--- config.mk ---
export PLATFORM = sky130hd
export DESIGN_NAME = mdps_ctrl
export DESIGN_NICKNAME = d
export VERILOG_FILES = /design/src/rtl/mdps_pkg.sv /design/src/rtl/mdps_ctrl.sv
export SDC_FILE = /design/constraint.sdc
export NUM_CORES = 1
export LEC_CHECK = 0
export ABC_CLOCK_PERIOD_IN_PS = 2300
export BUFFER_PORTS_ARGS = -buffer_cell sky130_fd_sc_hd__buf_2
export CAP_MARGIN = 15
export CELL_PAD_IN_SITES_DETAIL_PLACEMENT = 1
export CELL_PAD_IN_SITES_GLOBAL_PLACEMENT = 2
export CORE_MARGIN = 1.5
export CORE_UTILIZATION = 32
export DETAILED_ROUTE_END_ITERATION = 7
export PLACE_DENSITY = 0.81
export SETUP_SLACK_MARGIN = 0.15
export SYNTH_ARGS = -nofsm -noshare
export SYNTH_HDL_FRONTEND = slang
export SYNTH_SLANG_ARGS = --single-unit
--- constraint.sdc ---
create_clock -name clk -period 2.3 [get_ports clk]
set_clock_uncertainty 0.2 [all_clocks]
set_input_delay 0.345 -clock clk [delete_from_list [all_inputs] [get_ports clk]]
set_output_delay 0.345 -clock clk [all_outputs]
set_load 0.01 [all_outputs]
--- src/rtl/mdps_pkg.sv ---
package mdps_pkg;

  // widths of the shared divider, sqrt and iteration counter
  localparam int NUM_W = 49;
  localparam int DEN_W = 32;
  localparam int CNT_W = 6;

  localparam logic [CNT_W-1:0] DIV_ITERS  = CNT_W'(NUM_W);
  localparam logic [CNT_W-1:0] SQRT_ITERS = CNT_W'(32);

  // mass = 5 + 155 * m, kept as Q8.16
  localparam logic [16:0] FRAC_ONE  = 17'd65536;
  localparam logic [23:0] MASS_BASE = 24'd327680;
  localparam logic [23:0] MASS_SPAN = 24'd155;
  localparam logic [15:0] NORM_ONE  = 16'd16384;

  // configuration register indexes
  typedef enum logic [2:0] {
    CFG_MASS   = 3'd0,
    CFG_DRAG   = 3'd1,
    CFG_FIX_EN = 3'd2,
    CFG_FIX_X  = 3'd3,
    CFG_FIX_Y  = 3'd4
  } cfg_idx_t;

  typedef enum logic [4:0] {
    S_IDLE,
    S_CHECK,
    S_LDX,
    S_DIVX,
    S_LDY,
    S_DIVY,
    S_VEL,
    S_VCHK,
    S_NORM,
    S_SQX,
    S_SQY,
    S_SQSUM,
    S_SQRT,
    S_LDTX,
    S_DIVTX,
    S_LDTY,
    S_DIVTY,
    S_KEEP,
    S_KEEP2,
    S_DAMPX,
    S_DAMPY,
    S_DAMPEND,
    S_MOVE,
    S_DONE
  } fsm_state_t;

  typedef enum logic [4:0] {
    OP_NONE,
    OP_ACCEPT,
    OP_LOAD_AX,
    OP_LOAD_AY,
    OP_DIV_STEP,
    OP_VEL,
    OP_TILT_ZERO,
    OP_NORM_LOAD,
    OP_NORM_SHIFT,
    OP_SQ_X,
    OP_SQ_Y,
    OP_SQ_SUM,
    OP_SQRT_STEP,
    OP_LOAD_TX,
    OP_LOAD_TY,
    OP_KEEP_MUL,
    OP_KEEP_SET,
    OP_DAMP_X,
    OP_DAMP_Y,
    OP_DAMP_END,
    OP_MOVE,
    OP_OUTPUT
  } dp_op_t;

  typedef struct packed {
    dp_op_t op;
  } dp_cmd_t;

  typedef struct packed {
    logic is_init;
    logic force_zero;
    logic speed_zero;
    logic norm_done;
  } dp_stat_t;

  // saturate a 34 bit signed sum to 32 bits
  function automatic logic signed [31:0] sat32(input logic signed [33:0] v);
    if (!v[33] && (v[32:31] != 2'b00)) begin
      return 32'sh7fffffff;
    end else if (v[33] && (v[32:31] != 2'b11)) begin
      return 32'sh80000000;
    end
    return v[31:0];
  endfunction

  function automatic logic [31:0] mag32(input logic signed [31:0] v);
    return v[31] ? 32'(-v) : 32'(v);
  endfunction

  // fractions above one count as one
  function automatic logic [16:0] frac_clip(input logic [16:0] f);
    return f[16] ? FRAC_ONE : f;
  endfunction

  // quotient capped at one, then signed
  function automatic logic signed [15:0] unit_part(input logic [NUM_W-1:0] q,
                                                   input logic neg);
    logic [15:0] m;
    m = (q > NUM_W'(NORM_ONE)) ? NORM_ONE : q[15:0];
    return neg ? -$signed(m) : $signed(m);
  endfunction

endpackage

--- src/rtl/mdps_ctrl.sv ---
module mdps_ctrl import mdps_pkg::*; (
  input  logic     clk,
  input  logic     rst_n,
  input  logic     in_valid,
  output logic     in_stall,
  output logic     out_valid,
  input  logic     out_stall,
  input  dp_stat_t stat,
  output dp_cmd_t  cmd
);

  fsm_state_t       state_r, state_nxt;
  logic [CNT_W-1:0] cnt_r, cnt_nxt;
  logic             out_valid_r;
  logic             out_free;

  assign out_free  = !out_valid_r || !out_stall;
  assign in_stall  = (state_r != S_IDLE);
  assign out_valid = out_valid_r;

  // next state
  always_comb begin
    state_nxt = state_r;
    cnt_nxt   = '0;
    case (state_r)
      S_IDLE:    if (in_valid) state_nxt = S_CHECK;
      S_CHECK:   state_nxt = (stat.is_init || stat.force_zero) ? S_DONE : S_LDX;
      S_LDX:     state_nxt = S_DIVX;
      S_DIVX: begin
        cnt_nxt = cnt_r + 1'b1;
        if (cnt_r == DIV_ITERS - 1'b1) state_nxt = S_LDY;
      end
      S_LDY:     state_nxt = S_DIVY;
      S_DIVY: begin
        cnt_nxt = cnt_r + 1'b1;
        if (cnt_r == DIV_ITERS - 1'b1) state_nxt = S_VEL;
      end
      S_VEL:     state_nxt = S_VCHK;
      S_VCHK:    state_nxt = stat.speed_zero ? S_DONE : S_NORM;
      S_NORM:    if (stat.norm_done) state_nxt = S_SQX;
      S_SQX:     state_nxt = S_SQY;
      S_SQY:     state_nxt = S_SQSUM;
      S_SQSUM:   state_nxt = S_SQRT;
      S_SQRT: begin
        cnt_nxt = cnt_r + 1'b1;
        if (cnt_r == SQRT_ITERS - 1'b1) state_nxt = S_LDTX;
      end
      S_LDTX:    state_nxt = S_DIVTX;
      S_DIVTX: begin
        cnt_nxt = cnt_r + 1'b1;
        if (cnt_r == DIV_ITERS - 1'b1) state_nxt = S_LDTY;
      end
      S_LDTY:    state_nxt = S_DIVTY;
      S_DIVTY: begin
        cnt_nxt = cnt_r + 1'b1;
        if (cnt_r == DIV_ITERS - 1'b1) state_nxt = S_KEEP;
      end
      S_KEEP:    state_nxt = S_KEEP2;
      S_KEEP2:   state_nxt = S_DAMPX;
      S_DAMPX:   state_nxt = S_DAMPY;
      S_DAMPY:   state_nxt = S_DAMPEND;
      S_DAMPEND: state_nxt = S_MOVE;
      S_MOVE:    state_nxt = S_DONE;
      S_DONE:    if (out_free) state_nxt = S_IDLE;
      default:   state_nxt = S_IDLE;
    endcase
  end

  // datapath commands
  always_comb begin
    cmd.op = OP_NONE;
    case (state_r)
      S_IDLE:    if (in_valid) cmd.op = OP_ACCEPT;
      S_LDX:     cmd.op = OP_LOAD_AX;
      S_LDY:     cmd.op = OP_LOAD_AY;
      S_DIVX, S_DIVY, S_DIVTX, S_DIVTY: cmd.op = OP_DIV_STEP;
      S_VEL:     cmd.op = OP_VEL;
      S_VCHK:    cmd.op = stat.speed_zero ? OP_TILT_ZERO : OP_NORM_LOAD;
      S_NORM:    if (!stat.norm_done) cmd.op = OP_NORM_SHIFT;
      S_SQX:     cmd.op = OP_SQ_X;
      S_SQY:     cmd.op = OP_SQ_Y;
      S_SQSUM:   cmd.op = OP_SQ_SUM;
      S_SQRT:    cmd.op = OP_SQRT_STEP;
      S_LDTX:    cmd.op = OP_LOAD_TX;
      S_LDTY:    cmd.op = OP_LOAD_TY;
      S_KEEP:    cmd.op = OP_KEEP_MUL;
      S_KEEP2:   cmd.op = OP_KEEP_SET;
      S_DAMPX:   cmd.op = OP_DAMP_X;
      S_DAMPY:   cmd.op = OP_DAMP_Y;
      S_DAMPEND: cmd.op = OP_DAMP_END;
      S_MOVE:    cmd.op = OP_MOVE;
      S_DONE:    if (out_free) cmd.op = OP_OUTPUT;
      default:   cmd.op = OP_NONE;
    endcase
  end

  // state, counter and result valid
  always_ff @(posedge clk) begin
    if (!rst_n) begin
      state_r     <= S_IDLE;
      cnt_r       <= '0;
      out_valid_r <= 1'b0;
    end else begin
      state_r <= state_nxt;
      cnt_r   <= cnt_nxt;
      if (state_r == S_DONE && out_free) begin
        out_valid_r <= 1'b1;
      end else if (!out_stall) begin
        out_valid_r <= 1'b0;
      end
    end
  end

endmodule

Yosys cells after proc, flatten, opt, wreduce, memory -nomap -nowiden. Index checks and enable logic that the tools add are counted.

RAM bits: 0. Input port bits: 8. Bits in read-only memories: 0. Register bits: 12. Memories: 0. Bits in latches: 0. Word-level logic and storage cells: 67.

Shift operators: 0. Div/mod/pow operators: 0. Mux-type cells: 18. Multiply operators: 0. $lt $le $gt $ge: 0. $add $sub $neg: 1. Eq/ne operators: 34. Bitwise operators: 0. Reduce and logical (&&, ||, !) cells: 11.

Operators with widths (count): $pmux W5 S24 (1); $pmux W5 S20 (1); $mux W5 (11); $eq A5 B4 Y1 const B (8); $eq A5 B5 Y1 const B (8); $eq A5 B3 Y1 const B (4); $ne A2 B2 Y1 const B (8); $eq A5 B2 Y1 const B (2); $reduce_and A8 Y1 (1); $add A6 B1 Y6 const B (1); $eq A6 B5 Y1 const B (1); $eq A6 B6 Y1 const B (1); $eq A5 B1 Y1 const B (1); $logic_not A5 Y1 (1); $reduce_bool A5 Y1 (1); $reduce_or A5 Y1 (1); $mux W1 (4); $mux W4 (1); $reduce_or A4 Y1 (1); $logic_not A1 Y1 (2); $logic_or A1 B1 Y1 (2); $ne A2 B1 Y1 const B (1); $reduce_and A2 Y1 (1); $logic_and A1 B1 Y1 (1).

Longest topological paths before layout.
Depth after elaboration: 4. Depth in mapped cells: 7. Depth with buffers taken out: 6.

Least setup slack after synthesis. No wires, ideal clock.

Path type: register -> register. Start: reg cnt_r[0]. End: reg state_r[0]. Data required time: 1.974 ns. Setup time: 0.126 ns. Path slack: 0.507 ns. Data arrival time: 1.467 ns. Cell stages (with the launch flop): 7. Cell sequence: dfxtp_1 > ha_1 > nand2_1 > o311a_1 > a311oi_2 > o211ai_4 > mux2i_1.

Word-level cells in the longest chain between the ends: 3.

Ends and longest elaborated chain: start, declared (line mdps_ctrl.sv:13) `logic [CNT_W-1:0] cnt_r, cnt_nxt;`; start signal, assigned (line mdps_ctrl.sv:105) `cnt_r <= cnt_nxt;`; $eq A6 B5 Y1 or $eq A6 B6 Y1 (tied branches); $ne A2 B2 Y1 (no line); $reduce_and A8 Y1 (no line) *; end signal, assigned (line mdps_ctrl.sv:104) `state_r <= state_nxt;`; end, declared (line mdps_ctrl.sv:12) `fsm_state_t state_r, state_nxt;`.

Mark *: on every way between the ends. The rest lies on a longest branch, timed or not. A chain may end at the register's enable or synchronous reset.

Worst setup path after layout.
Start: reg state_r[0]. End: out in_stall.

Word-level cells in the longest chain between the ends: 1.

Ends and longest elaborated chain: $reduce_bool A5 Y1 (line mdps_ctrl.sv:18) `assign in_stall = (state_r != S_IDLE);`; end, declared (line mdps_ctrl.sv:5) `output logic in_stall,`.

No other way between the ends.

==> impl_metrics.env <==
export IMPL_rr_endpoint="state_r[2]"
export IMPL_ir_drop_mv=0.368
export IMPL_syn_inst=128
export IMPL_yosysUniqueCellTypes=41
export IMPL_clk_latency_ns=0.27
export IMPL_ys_warn_count=0
export IMPL_fin_crit_sh_pct=89.9
export IMPL_power_density_nw_per_um2=960
export IMPL_ios=15
export IMPL_nFillCells=364
export IMPL_p_comb_share_pct=58.1
export IMPL_reg2reg_depth=6
export IMPL_die_w_um=58.5
export IMPL_synth_seq_cells=12
export IMPL_p_seq_share_pct=30.2
export IMPL_synth_most_common_cell="nand2_1"
export IMPL_globalplace_congestion=0.843
export IMPL_cap_violations=0
export IMPL_synth_area_um2=986
export IMPL_vias_per_cell=5.59
export IMPL_r2r_start="cnt_r[0]"
export IMPL_p_switching_uw=472
export IMPL_cts_root_buffer="clkbuf_4"
export IMPL_path_class="flop to output port"
export IMPL_antenna_left=0
export IMPL_drc_errors=0
export IMPL_worstMarginPinSlew_ns=0.411
export IMPL_critPathMaxFanout=11
export IMPL_nets=158
export IMPL_clockBufferDepth=2
export IMPL_cp_data_arrival_time_ns=1.52
export IMPL_port_buffers=14
export IMPL_final_util_pct=39.4
export IMPL_area_growth_pct=13.1
export IMPL_cts_tree="yes"
export IMPL_setup_tns_final_ns=0
export IMPL_yosys_top_cells_area="dfxtp_1 (24%), nand2_1 (6.9%), nor2_1 (6.1%)"
export IMPL_crit_end="in_stall"
export IMPL_synth_edf_count=0
export IMPL_r2r_setup_slack_ns=0.36
export IMPL_rsz0062_at_grt="yes"
export IMPL_setup_violations=0
export IMPL_ys_top_cells_by_count="nand2_1 (18), nor2_1 (16), dfxtp_1 (12)"
export IMPL_grt_pass1_vias=940
export IMPL_status="finished clean"
export IMPL_clock_fmax_mhz=483
export IMPL_synth_top_area_share_pct=24.4
export IMPL_final_layout_size_suffix_gt1_share_pct=28.8
export IMPL_wl_um=2830
export IMPL_hp_class="primary input to flop"
export IMPL_die_area_um2=3420
export IMPL_hold_viol=0
export IMPL_cp_end_kind="output port"
export IMPL_row_count=19
export IMPL_grt_pass1_wl_um=4480
export IMPL_clockPowerShare_pct=11.7
export IMPL_drt_iter0_markers=7
export IMPL_wl_per_cell_um=16.0
export IMPL_drv_slew=0
export IMPL_synth_main_ff_cell="dfxtp_1"
export IMPL_grt_remaining_overflow=0
export IMPL_fin_crit_ns=2.07
export IMPL_slew_headroom_pct=72.4
export IMPL_htreeDepth=1
export IMPL_core_area_um2=2830
export IMPL_die_y_um=58.5
export IMPL_num_antenna_cells=0
export IMPL_leakagePower_nw=0.436
export IMPL_cts_sinks=12
export IMPL_syn_nets=138
export IMPL_cts_buffers=3
export IMPL_routed_via_count=989
export IMPL_start_util_pct=34.9
export IMPL_grt_usage_pct=17.1
export IMPL_async_flop_share_pct=0
export IMPL_p_int_uw=599
export IMPL_post_dp_hpwl_um=2000
export IMPL_power_total_mw=1.07
export IMPL_crit_start="state_r[0]"
export IMPL_syn_avg_cell_area_um2=7.70
export IMPL_start_kind="flop"
export IMPL_worst_ep_required_time_ns=1.75
export IMPL_grt_max_degree=21
export IMPL_yosysTopAreaCell="dfxtp_1"
export IMPL_swShare_pct=44.1
export IMPL_drt_pass1_iter_count=4
export IMPL_clkSlewWorstSetupHoldPaths_ns=0.07
export IMPL_antenna_found_initial=0
export IMPL_ys_seq_area_share_pct=24.4
-- critical path, cell delays in order (launching register included) --
cell and delay (ns):
dfxtp_4 0.38, or2_4 0.27, or4_4 0.44, buf_2 0.16
-- metrics by stage --
stage	area [um2]	hold WS [ns]	setup WS, ns	cells
6_report	1110	0.219	0.232	177
5_1_grt	1110	0.230	0.118	177
4_1_cts	1050	0.215	0.174	170
3_5_place_dp	1020	0.250	0.246	167
3_3_place_gp	1020	0.247	0.259	167
2_1_floorplan	986	0.230	0.507	128
-- power groups by stage --
stage | combinational (mW) | sequential (mW) | clock [mW]
6_report | 0.622 | 0.323 | 0.126
4_1_cts | 0.511 | 0.359 | 0.129
2_1_floorplan | 0.514 | 0.259 | 0
3_3_place_gp | 0.493 | 0.349 | 0
5_1_grt | 0.686 | 0.333 | 0.145
3_5_place_dp | 0.507 | 0.351 | 0
-- area by class of cell --
| class | count | area (um2) | share of cell area, % |
|---|---|---|---|
| Clock buffer | 3 | 22.5 | 2.02 |
| Inverter | 7 | 26.3 | 2.36 |
| Multi-Input combinational cell | 99 | 621 | 55.7 |
| Sequential cell | 12 | 254 | 22.8 |
| Tap cell | 31 | 38.8 | 3.48 |
| Timing Repair Buffer | 25 | 153 | 13.7 |
-- how the worst min path moves through the flow --
stage	from	end	slack [ns]	cells past startpoint
5_1_grt	rst_n	state_r[3]	0.23	2
2_1_floorplan	cnt_r[0]	cnt_r[0]	0.23	1
6_report	rst_n	state_r[1]	0.22	3
4_1_cts	rst_n	state_r[1]	0.21	3
3_3_place_gp	cnt_r[0]	cnt_r[0]	0.25	1
3_5_place_dp	cnt_r[0]	cnt_r[0]	0.25	1
-- sequential cells by signal, summed over array words and instances (netlist names) --
signal and flops:
cnt_r 6, out_valid 1, state_r 5
-- timing repair --
action                     4_1_cts  5_1_grt
setup buffers                    0        7
resized for setup                9        3
hold buffers                     0        0
setup endpoints to repair        6        4
pin swaps                        0        0
-- metal layers --
layer  routed length [um]  track usage (%)  up-vias
met5                    0                0        -
li1                     -                -      491
met2                 1400             29.5       14
met4                   21             3.99        0
met1                 1320             21.9      479
met3                   82             3.30        5
-- cells by family (layout without fill, tap and decap cells) --
group                    Yosys count  in the layout  synth area share [%]
AO/OA/AOI/OAI                     32             32                  23.5
buffers and inverters             17             35                  13.6
AND/OR/NAND/NOR                   55             55                  26.7
flip-flops                        12             12                  24.4
multiplexers                       4              4                  4.06
XOR/XNOR                           6              6                  5.33
adder cells (fa/ha/maj)            2              2                  2.54
-- placed cells by master, fill, tap and decap left out, drive strengths merged, types with 2 or more instances in the layout --
| cell | netlist | routed |
|---|---|---|
| o2111ai | 2 | 2 |
| nor2 | 16 | 16 |
| buf | 6 | 25 |
| o31ai | 3 | 3 |
| nor3b | 2 | 2 |
| nor3 | 5 | 5 |
| o211ai | 2 | 2 |
| ha | 2 | 2 |
| inv | 7 | 7 |
| xnor2 | 2 | 2 |
| xor2 | 4 | 4 |
| mux2i | 4 | 4 |
| o22ai | 3 | 3 |
| a21oi | 7 | 7 |
| nand2 | 18 | 18 |
| clkbuf | 4 | 3 |
| or2 | 3 | 3 |
| o21ai | 7 | 7 |
| nand3 | 4 | 4 |
| dfxtp | 12 | 12 |
No activity file was read; power rests on OpenSTA's default activity.
